<file path="config.mk">
export PLATFORM = sky130hd
export DESIGN_NAME = line_pixel_rasterizer
export DESIGN_NICKNAME = d
export VERILOG_FILES = /design/src/hdl/lpr_pkg.sv /design/src/hdl/lpr_setup.sv /design/src/hdl/line_pixel_rasterizer.sv
export SDC_FILE = /design/constraint.sdc
export NUM_CORES = 1
export LEC_CHECK = 0
export BUFFER_PORTS_ARGS = -buffer_cell sky130_fd_sc_hd__buf_2
export CAP_MARGIN = 30
export CORE_ASPECT_RATIO = 1.1
export CORE_UTILIZATION = 56
export CTS_CLUSTER_DIAMETER = 100
export DETAILED_ROUTE_END_ITERATION = 12
export PLACE_DENSITY_LB_ADDON = 0.08
export SLEW_MARGIN = 20
export SYNTH_ARGS = -nofsm -noshare
export SYNTH_HDL_FRONTEND = slang
export SYNTH_HIERARCHICAL = 1
export SYNTH_SLANG_ARGS = --single-unit
</file>
<file path="constraint.sdc">
create_clock -name clock -period 15.6 [get_ports clock]
set_input_delay 4.68 -clock clock [delete_from_list [all_inputs] [get_ports clock]]
set_output_delay 4.68 -clock clock [all_outputs]
set_load 0.01 [all_outputs]
</file>
<file path="src/hdl/lpr_pkg.sv">
// Shared types and constants for the line pixel rasterizer.
// No dependencies; used by lpr_setup and line_pixel_rasterizer.
package lpr_pkg;

   localparam int COORD_BITS = 6;   // walk coordinate width, 2..6
   localparam int FIELD_BITS = 6;   // coordinate field width on the ports
   localparam int COLOR_BITS = 32;

   typedef logic [COORD_BITS-1:0] coord_type;
   typedef logic [FIELD_BITS-1:0] field_type;
   typedef logic [COLOR_BITS-1:0] color_type;

   typedef struct packed {
      field_type start_x;
      field_type start_y;
      field_type end_x;
      field_type end_y;
      color_type pixel_color;
   } req_type;

   typedef struct packed {
      field_type pixel_x;
      field_type pixel_y;
      color_type out_color;
      logic      last_pixel;
   } rsp_type;

   // line parameters in walk order (major axis ascending)
   typedef struct packed {
      logic      steep;
      coord_type maj0;
      coord_type min0;
      coord_type span;
      coord_type adm;    // |minor delta|
      logic      neg;    // minor delta is negative
   } line_setup_type;

   typedef enum logic [2:0] {
      ST_IDLE  = 3'b001,
      ST_SETUP = 3'b010,
      ST_WALK  = 3'b100
   } state_type;

endpackage

</file>
<file path="src/hdl/lpr_setup.sv">
// Endpoint ordering for the line pixel rasterizer: picks the major axis,
// orders the endpoints along it and derives span and minor delta. Uses lpr_pkg.
module lpr_setup (
   input  lpr_pkg::coord_type      ax,
   input  lpr_pkg::coord_type      ay,
   input  lpr_pkg::coord_type      bx,
   input  lpr_pkg::coord_type      by,
   output lpr_pkg::line_setup_type setup
);
   import lpr_pkg::*;

   coord_type adx, ady;
   logic      steep;
   coord_type maj_a, min_a, maj_b, min_b;
   coord_type maj0, min0, maj1, min1;

   always_comb begin
      adx   = (ax >= bx) ? coord_type'(ax - bx) : coord_type'(bx - ax);
      ady   = (ay >= by) ? coord_type'(ay - by) : coord_type'(by - ay);
      // equal deltas keep x as the major axis
      steep = adx < ady;
      maj_a = steep ? ay : ax;
      min_a = steep ? ax : ay;
      maj_b = steep ? by : bx;
      min_b = steep ? bx : by;
      if (maj_a > maj_b) begin
         maj0 = maj_b;
         min0 = min_b;
         maj1 = maj_a;
         min1 = min_a;
      end else begin
         maj0 = maj_a;
         min0 = min_a;
         maj1 = maj_b;
         min1 = min_b;
      end
      setup.steep = steep;
      setup.maj0  = maj0;
      setup.min0  = min0;
      setup.span  = coord_type'(maj1 - maj0);
      setup.neg   = min0 > min1;
      setup.adm   = setup.neg ? coord_type'(min0 - min1) : coord_type'(min1 - min0);
   end

endmodule

</file>
<file path="src/hdl/line_pixel_rasterizer.sv">
// Top level of the line pixel rasterizer: request capture, walk sequencer
// and output register. Uses lpr_pkg and lpr_setup.
//
// A line request from (start_x,start_y) to (end_x,end_y) comes out as
// span+1 pixels in increasing order of the major coordinate, where span is
// the larger absolute delta; the last one carries last_pixel. The request
// is taken in ST_IDLE, ST_SETUP orders the endpoints, then the walk loop
// gives one pixel per cycle while rsp_stall does not hold the output
// register, and its single add/compare/subtract step keeps the running
// remainder of minor delta times offset over span. req_stall is high from
// the accepted request until its last pixel is in the output register, so
// the next request is taken while that pixel still waits on rsp_stall.
module line_pixel_rasterizer (
   input  logic             clock,
   input  logic             reset,
   input  logic             req_valid,
   output logic             req_stall,
   input  lpr_pkg::req_type req_data,
   output logic             rsp_valid,
   input  logic             rsp_stall,
   output lpr_pkg::rsp_type rsp_data
);
   import lpr_pkg::*;

   state_type      state_ff, state_in;
   coord_type      ax_ff, ay_ff, bx_ff, by_ff;
   color_type      color_ff;
   line_setup_type setup_w;
   line_setup_type line_ff, line_in;
   coord_type      t_ff, t_in;
   coord_type      mj_ff, mj_in;
   coord_type      q_ff, q_in;
   coord_type      r_ff, r_in;
   logic           rsp_valid_ff, rsp_valid_in;
   rsp_type        rsp_ff, rsp_in;

   logic                req_take;
   logic                out_free;
   logic [COORD_BITS:0] r_sum;
   coord_type           mn;
   coord_type           px, py;
   logic                last;

   lpr_setup u_setup (
      .ax    (ax_ff),
      .ay    (ay_ff),
      .bx    (bx_ff),
      .by    (by_ff),
      .setup (setup_w)
   );

   assign req_stall = (state_ff != ST_IDLE);
   assign req_take  = req_valid && (state_ff == ST_IDLE);
   assign out_free  = !rsp_valid_ff || !rsp_stall;
   assign rsp_valid = rsp_valid_ff;
   assign rsp_data  = rsp_ff;

   always_comb begin
      state_in     = state_ff;
      line_in      = line_ff;
      t_in         = t_ff;
      mj_in        = mj_ff;
      q_in         = q_ff;
      r_in         = r_ff;
      rsp_in       = rsp_ff;
      rsp_valid_in = rsp_valid_ff && rsp_stall;

      // shared step: remainder += |dmin|, wrap once against span
      r_sum = {1'b0, r_ff} + {1'b0, line_ff.adm};
      mn    = line_ff.neg ? coord_type'(line_ff.min0 - q_ff)
                          : coord_type'(line_ff.min0 + q_ff);
      px    = line_ff.steep ? mn : mj_ff;
      py    = line_ff.steep ? mj_ff : mn;
      last  = (t_ff == line_ff.span);

      unique case (state_ff)
         ST_IDLE: begin
            if (req_take) begin
               state_in = ST_SETUP;
            end
         end
         ST_SETUP: begin
            line_in  = setup_w;
            t_in     = '0;
            mj_in    = setup_w.maj0;
            q_in     = '0;
            r_in     = '0;
            state_in = ST_WALK;
         end
         ST_WALK: begin
            if (out_free) begin
               rsp_in.pixel_x    = field_type'(px);
               rsp_in.pixel_y    = field_type'(py);
               rsp_in.out_color  = color_ff;
               rsp_in.last_pixel = last;
               rsp_valid_in      = 1'b1;
               t_in              = coord_type'(t_ff + 1'b1);
               mj_in             = coord_type'(mj_ff + 1'b1);
               if (r_sum >= {1'b0, line_ff.span}) begin
                  r_in = coord_type'(r_sum - {1'b0, line_ff.span});
                  q_in = coord_type'(q_ff + 1'b1);
               end else begin
                  r_in = coord_type'(r_sum);
               end
               if (last) begin
                  state_in = ST_IDLE;
               end
            end
         end
         default: begin
            state_in = ST_IDLE;
         end
      endcase
   end

   always_ff @(posedge clock) begin
      if (reset) begin
         state_ff     <= ST_IDLE;
         rsp_valid_ff <= 1'b0;
      end else begin
         state_ff     <= state_in;
         rsp_valid_ff <= rsp_valid_in;
      end
   end

   always_ff @(posedge clock) begin
      if (req_take) begin
         ax_ff    <= req_data.start_x[COORD_BITS-1:0];
         ay_ff    <= req_data.start_y[COORD_BITS-1:0];
         bx_ff    <= req_data.end_x[COORD_BITS-1:0];
         by_ff    <= req_data.end_y[COORD_BITS-1:0];
         color_ff <= req_data.pixel_color;
      end
      line_ff <= line_in;
      t_ff    <= t_in;
      mj_ff   <= mj_in;
      q_ff    <= q_in;
      r_ff    <= r_in;
      rsp_ff  <= rsp_in;
   end

endmodule

</file>
## After elaboration in Yosys (flattened, before gate mapping)

Index checks and enable logic that the tools add are counted.
Widths: inputs -> output; s select.

| storage, ports and cells | value |
|---|---|
| register bits after elaboration | 149 |
| word-level logic and storage cells | 89 |
| input port bits | 60 |

| operators by class | value |
|---|---|
| eq/ne operators | 9 |
| reduce and logical (&&, ||, !) cells | 10 |
| muxes and demuxes | 30 |
| add/sub/neg operators | 14 |
| magnitude comparators | 6 |

Operator list:

| cell | number |
|---|---|
| $mux 6 | 20 |
| $sub 6x6->6 | 9 |
| $pmux 6 s2 | 4 |
| $add 6x1->6 const B | 3 |
| $ge 6x6->1 | 2 |
| $gt 6x6->1 | 2 |
| $mux 3 | 3 |
| $pmux 3 s3 | 1 |
| $ne 2x2->1 const B | 4 |
| $add 6x6->7 | 1 |
| $ge 7x6->1 | 1 |
| $add 6x6->6 | 1 |
| $eq 6x6->1 | 1 |
| $lt 6x6->1 | 1 |
| $reduce_and 3->1 | 2 |
| $reduce_and 2->1 | 2 |
| $eq 3x1->1 const B | 1 |
| $eq 3x2->1 const B | 1 |
| $eq 3x3->1 const B | 1 |
| $ne 3x1->1 const B | 1 |
| $logic_and 1x1->1 | 2 |
| $logic_not 1->1 | 2 |
| $mux 1 | 2 |
| $reduce_bool 2->1 | 1 |
| $logic_or 1x1->1 | 1 |

## Longest topological paths before layout

| depth | value |
|---|---|
| depth after elaboration | 8 |
| mapped depth | 45 |

## By module

The synthesis kept the hierarchy.

By module, submodules not included:

| module | instances | area each (um^2) | cells each | seq. area each (um^2) |
|---|---|---|---|---|
| line_pixel_rasterizer | 1 | 5914.4 | 367 | 4434.3 |
| lpr_setup | 1 | 2601.2 | 364 | 0.0 |

## Least setup slack after synthesis

No wires, ideal clock.

| timing path | value |
|---|---|
| kind | reg2reg |
| start | register ax_ff[0] |
| end | register line_ff[6] in the netlist's numbering (data pin) |
| stages on the path, launching flop included | 42 |
| buffers on the path | 5 |
| data required time | 15.342 ns |
| clock period less this slack | 8.605 ns |
| slack | 6.995 ns |
| arrival | 8.347 ns |
| cell sequence | edfxtp_1 inv_1 ha_1 inv_1 fa_1 a21oi_1 o211ai_1 a21o_1 a21oi_1 clkbuf_1 mux2_2 a21oi_1 o21ai_1 xor2_1 ha_1 a21oi_1 o21ai_2 nor2_8 [... 6 more ...] a21oi_1 mux2i_4 a22oi_4 buf_2 buf_2 a21oi_1 mux2i_1 inv_1 fa_1 a21o_1 a21o_1 a21o_1 a21oi_1 nor2_1 mux2i_1 nand2_1 a31oi_1 xnor2_1 |

RTL lines:

| item | RTL line | RTL |
|---|---|---|
| from (decl) | line_pixel_rasterizer.sv:26 | `coord_type ax_ff, ay_ff, bx_ff, by_ff;` |
| from (signal assigned) | line_pixel_rasterizer.sv:128 | `ax_ff <= req_data.start_x[COORD_BITS-1:0];` |
| to (signal assigned) | line_pixel_rasterizer.sv:134 | `line_ff <= line_in;` |
| to (decl) | line_pixel_rasterizer.sv:29 | `line_setup_type line_ff, line_in;` |

==> run_results.csv <==
group,metric,value,unit
global_route,grt-ovfl-total,0,
sta,max_slew_margin,0.392,
sta,min_period,9.87,ns
synthesis,synth_common_cells,"edfxtp_1, inv_1, ha_1",
clock_network,path_clk_slew,0.07,ns
setup_path,critPathKind,"reg -> reg",
synthesis,synth.area.mux_share,0.0563,
setup_path,crit_required,15.77,ns
flow_run,cap_violations,0,
sta,fmax,101,MHz
die,ios,107,
synthesis,synth.most_common_cell,"edfxtp_1",
die,core_region_area,14600,sq um
setup_path,crit_fanout,53,
placed_design,hpwl,13.6,mm
synthesis,synth_edf_count,145,
synthesis,synth_area_per_cell,11.6,sq um
clock_network,postCtsSetupRepairBufs,0,
power,p_per_area,219,nW/um^2
detailed_routing,drt-initial-drc-count,500,
die,dieWidth,120,microns
die,rows,46,
sta,fin_ws,5.73,ns
power,ir_worst_vdd,0.202,mV
sta,final_max_slew_viol_count,0,
run_status,outcome,"finished, final reports clean",
synthesis,synth_area,8520,sq um
sta,rsz0062_at_grt,"false",
detailed_routing,detail_route.drc_violations,0,
setup_path,slowest_delay,0.72,ns
setup_path,reg2reg_depth,40,
final_layout,nNetsFinal,973,
synthesis,yosys-top-cells-area,"edfxtp_1, ha_1, mux2i_1, inv_1, xnor2_1",
sta,finalSetupViolations,0,
global_route,grt_max_degree,58,
placed_design,io_buffers,106,
final_layout,final_core_util,0.673,
worst_hold_path,hp-class,"reg -> reg",
sta,finalCritPeriodShare,0.633,
detailed_routing,vias_per_cell,5.66,
setup_path,worst_path_most_repeated_cell,"a21oi_1",
detailed_routing,wl_per_cell,17.5,microns
power,p_sw,898,uW
power,p_int,1.26,mW
synthesis,synthArstFlopShare,0,
clock_network,cts-root-buf,"clkbuf_16",
synthesis,synth_ff_type,"edfxtp_1",
power,p_seq_frac,0.253,
clock_network,clkLatencyLatePin,0.43,ns
clock_network,cts_resized,0,
detailed_routing,first_pass_iters,5,
power,p_clk_frac,0.191,
synthesis,syn_inst,731,
clock_network,cts_hold_buf,0,
synthesis,synth_top_family_by_area,"compound AO/OA/AOI/OAI gates",
synthesis,synth_nets,865,
final_layout,post_route_cells_drive_above_1_share,0.209,
die,die_h,131,microns
detailed_routing,vias,5905,
detailed_routing,drt_wl_total,18.2,mm
synthesis,synth_area_leader_cell,"edfxtp_1",
final_layout,areaGrowthSynthToFinish,15.5,%
setup_path,critPathLaunchType,"flop",
synthesis,synth_adder_area_share,0.117,
clock_network,clkSinkCount,149,
synthesis,ys_warn_count,6,
sta,fin_setup_tns,0,ns
sta,tightest_slew,0.912,ns
clock_network,cts_tree,"yes",
synthesis,synth_top_cell_area_share,0.511,
clock_network,cts-buffers-inserted,17,
global_route,grt_pass1_wl,29.1,mm
synthesis,synth_xor_area_frac,0.0483,
global_route,antenna_found_initial,0,
sta,whs,0.419,ns
power,p_sw_frac,0.417,
final_layout,n_antenna_cell,0,
placed_design,place_congestion,0.908,
die,initial_utilization,0.583,
synthesis,synth.distinct_cells,64,
global_route,grt_pass1_vias,5843,
synthesis,synth-seq-cells,149,
final_layout,final_cells,1044,
die,fp.dieArea,15700,sq um
placed_design,dp_cells,1011,
worst_hold_path,hold_depth,0,
sta,fin_skew,0.0104,ns
synthesis,synth_simple_gate_area_share,0.0971,
global_route,grt_use_total,0.242,
setup_path,cp.arrival,10.05,ns
setup_path,end_kind,"flop",
synthesis,synth-compound-area-share,0.118,
setup_path,slowest_stage,"a21oi_1",
placed_design,place_ws,5.91,ns
clock_network,clockBufferDepth,2,
sta,hold_viol,0,
synthesis,ys_seq_area_frac,0.521,
detailed_routing,antenna_left,0,
power,p_comb_frac,0.556,
clock_network,cts_max_level,4,
power,leakagePower,4.11,nW
[power groups by stage]
stage	Sequential (mW)	Combinational (mW)	Clock, mW
after floorplan	0.546	0.956	0
after CTS	0.544	1.18	0.419
after global routing	0.546	1.32	0.434
after global placement	0.552	1.13	0
after detailed placement	0.553	1.17	0
final	0.544	1.20	0.411
[worst max-delay path: cells and delay by family (launching register included)]
kind,cells,cell delay (ns)
adder cells (fa/ha/maj),6,1.76
multiplexers,5,1.20
flip-flops,1,0.45
buffers and inverters,5,0.85
XOR/XNOR,2,0.25
AND/OR/NAND/NOR,5,1.05
AO/OA/AOI/OAI,17,4.03
[final timing paths]
kind | from | to | slack [ns]
min | color_ff[25] | rsp_data[26] | 0.42
min reg2reg | color_ff[25] | rsp_data[26] | 0.42
max | ax_ff[0] | line_ff[6] | 5.73
max reg2reg | ax_ff[0] | line_ff[6] | 5.73
[flip-flops by register name, indices dropped and copies added, names as in the netlist]
register	cells
rsp_data	45
color_ff	32
line_ff	20
ax_ff	6
ay_ff	6
bx_ff	6
by_ff	6
mj_ff	6
q_ff	6
r_ff	6
t_ff	6
state_ff	3
rsp_valid	1
[cell type report]
cell class / instances / area (sq um)
Clock buffer: 17 / 425
Clock inverter: 15 / 184
Fill cell: 1104 / 4790
Inverter: 71 / 267
Multi-Input combinational cell: 490 / 3720
Sequential cell: 149 / 4430
Tap cell: 192 / 240
Timing Repair Buffer: 110 / 561
[metal layers]
| metal | routed length (microns) | up-vias | GRT usage |
|---|---|---|---|
| li1 | - | 2866 | - |
| met1 | 7490 | 2834 | 0.288 |
| met2 | 9360 | 168 | 0.417 |
| met3 | 763 | 37 | 0.0521 |
| met5 | 0 | - | 0 |
| met4 | 616 | 0 | 0.109 |
[stage by stage]
stage / area [sq um] / power [mW]
4_1_cts: 9830 / 2.15
2_1_floorplan: 8520 / 1.50
3_5_place_dp: 9220 / 1.73
5_1_grt: 9830 / 2.30
6_report: 9830 / 2.15
3_3_place_gp: 9220 / 1.68
[kinds of logic (layout without fill, tap and decap cells)]
group,count (synthesis),count (layout)
AND/OR/NAND/NOR,178,178
AO/OA/AOI/OAI,149,149
flip-flops,149,149
buffers and inverters,92,213
adder cells (fa/ha/maj),74,74
XOR/XNOR,47,47
multiplexers,42,42
[cells in the final DEF (no fill, tap or decap), types with 9 or more instances in the layout]
cell and n:
a21o_1 11, a21oi_1 45, buf_2 106, clkbuf_16 17, edfxtp_1 145, fa_1 9, ha_1 65, inv_1 67
mux2_2 9, mux2i_1 28, nand2_1 56, nand3_1 12, nand4_1 11, nor2_1 55, nor2b_1 11, nor3_1 12
o21ai_0 26, o21ai_1 14, xnor2_1 28, xor2_1 19
Power figures use the tool's default switching activity.
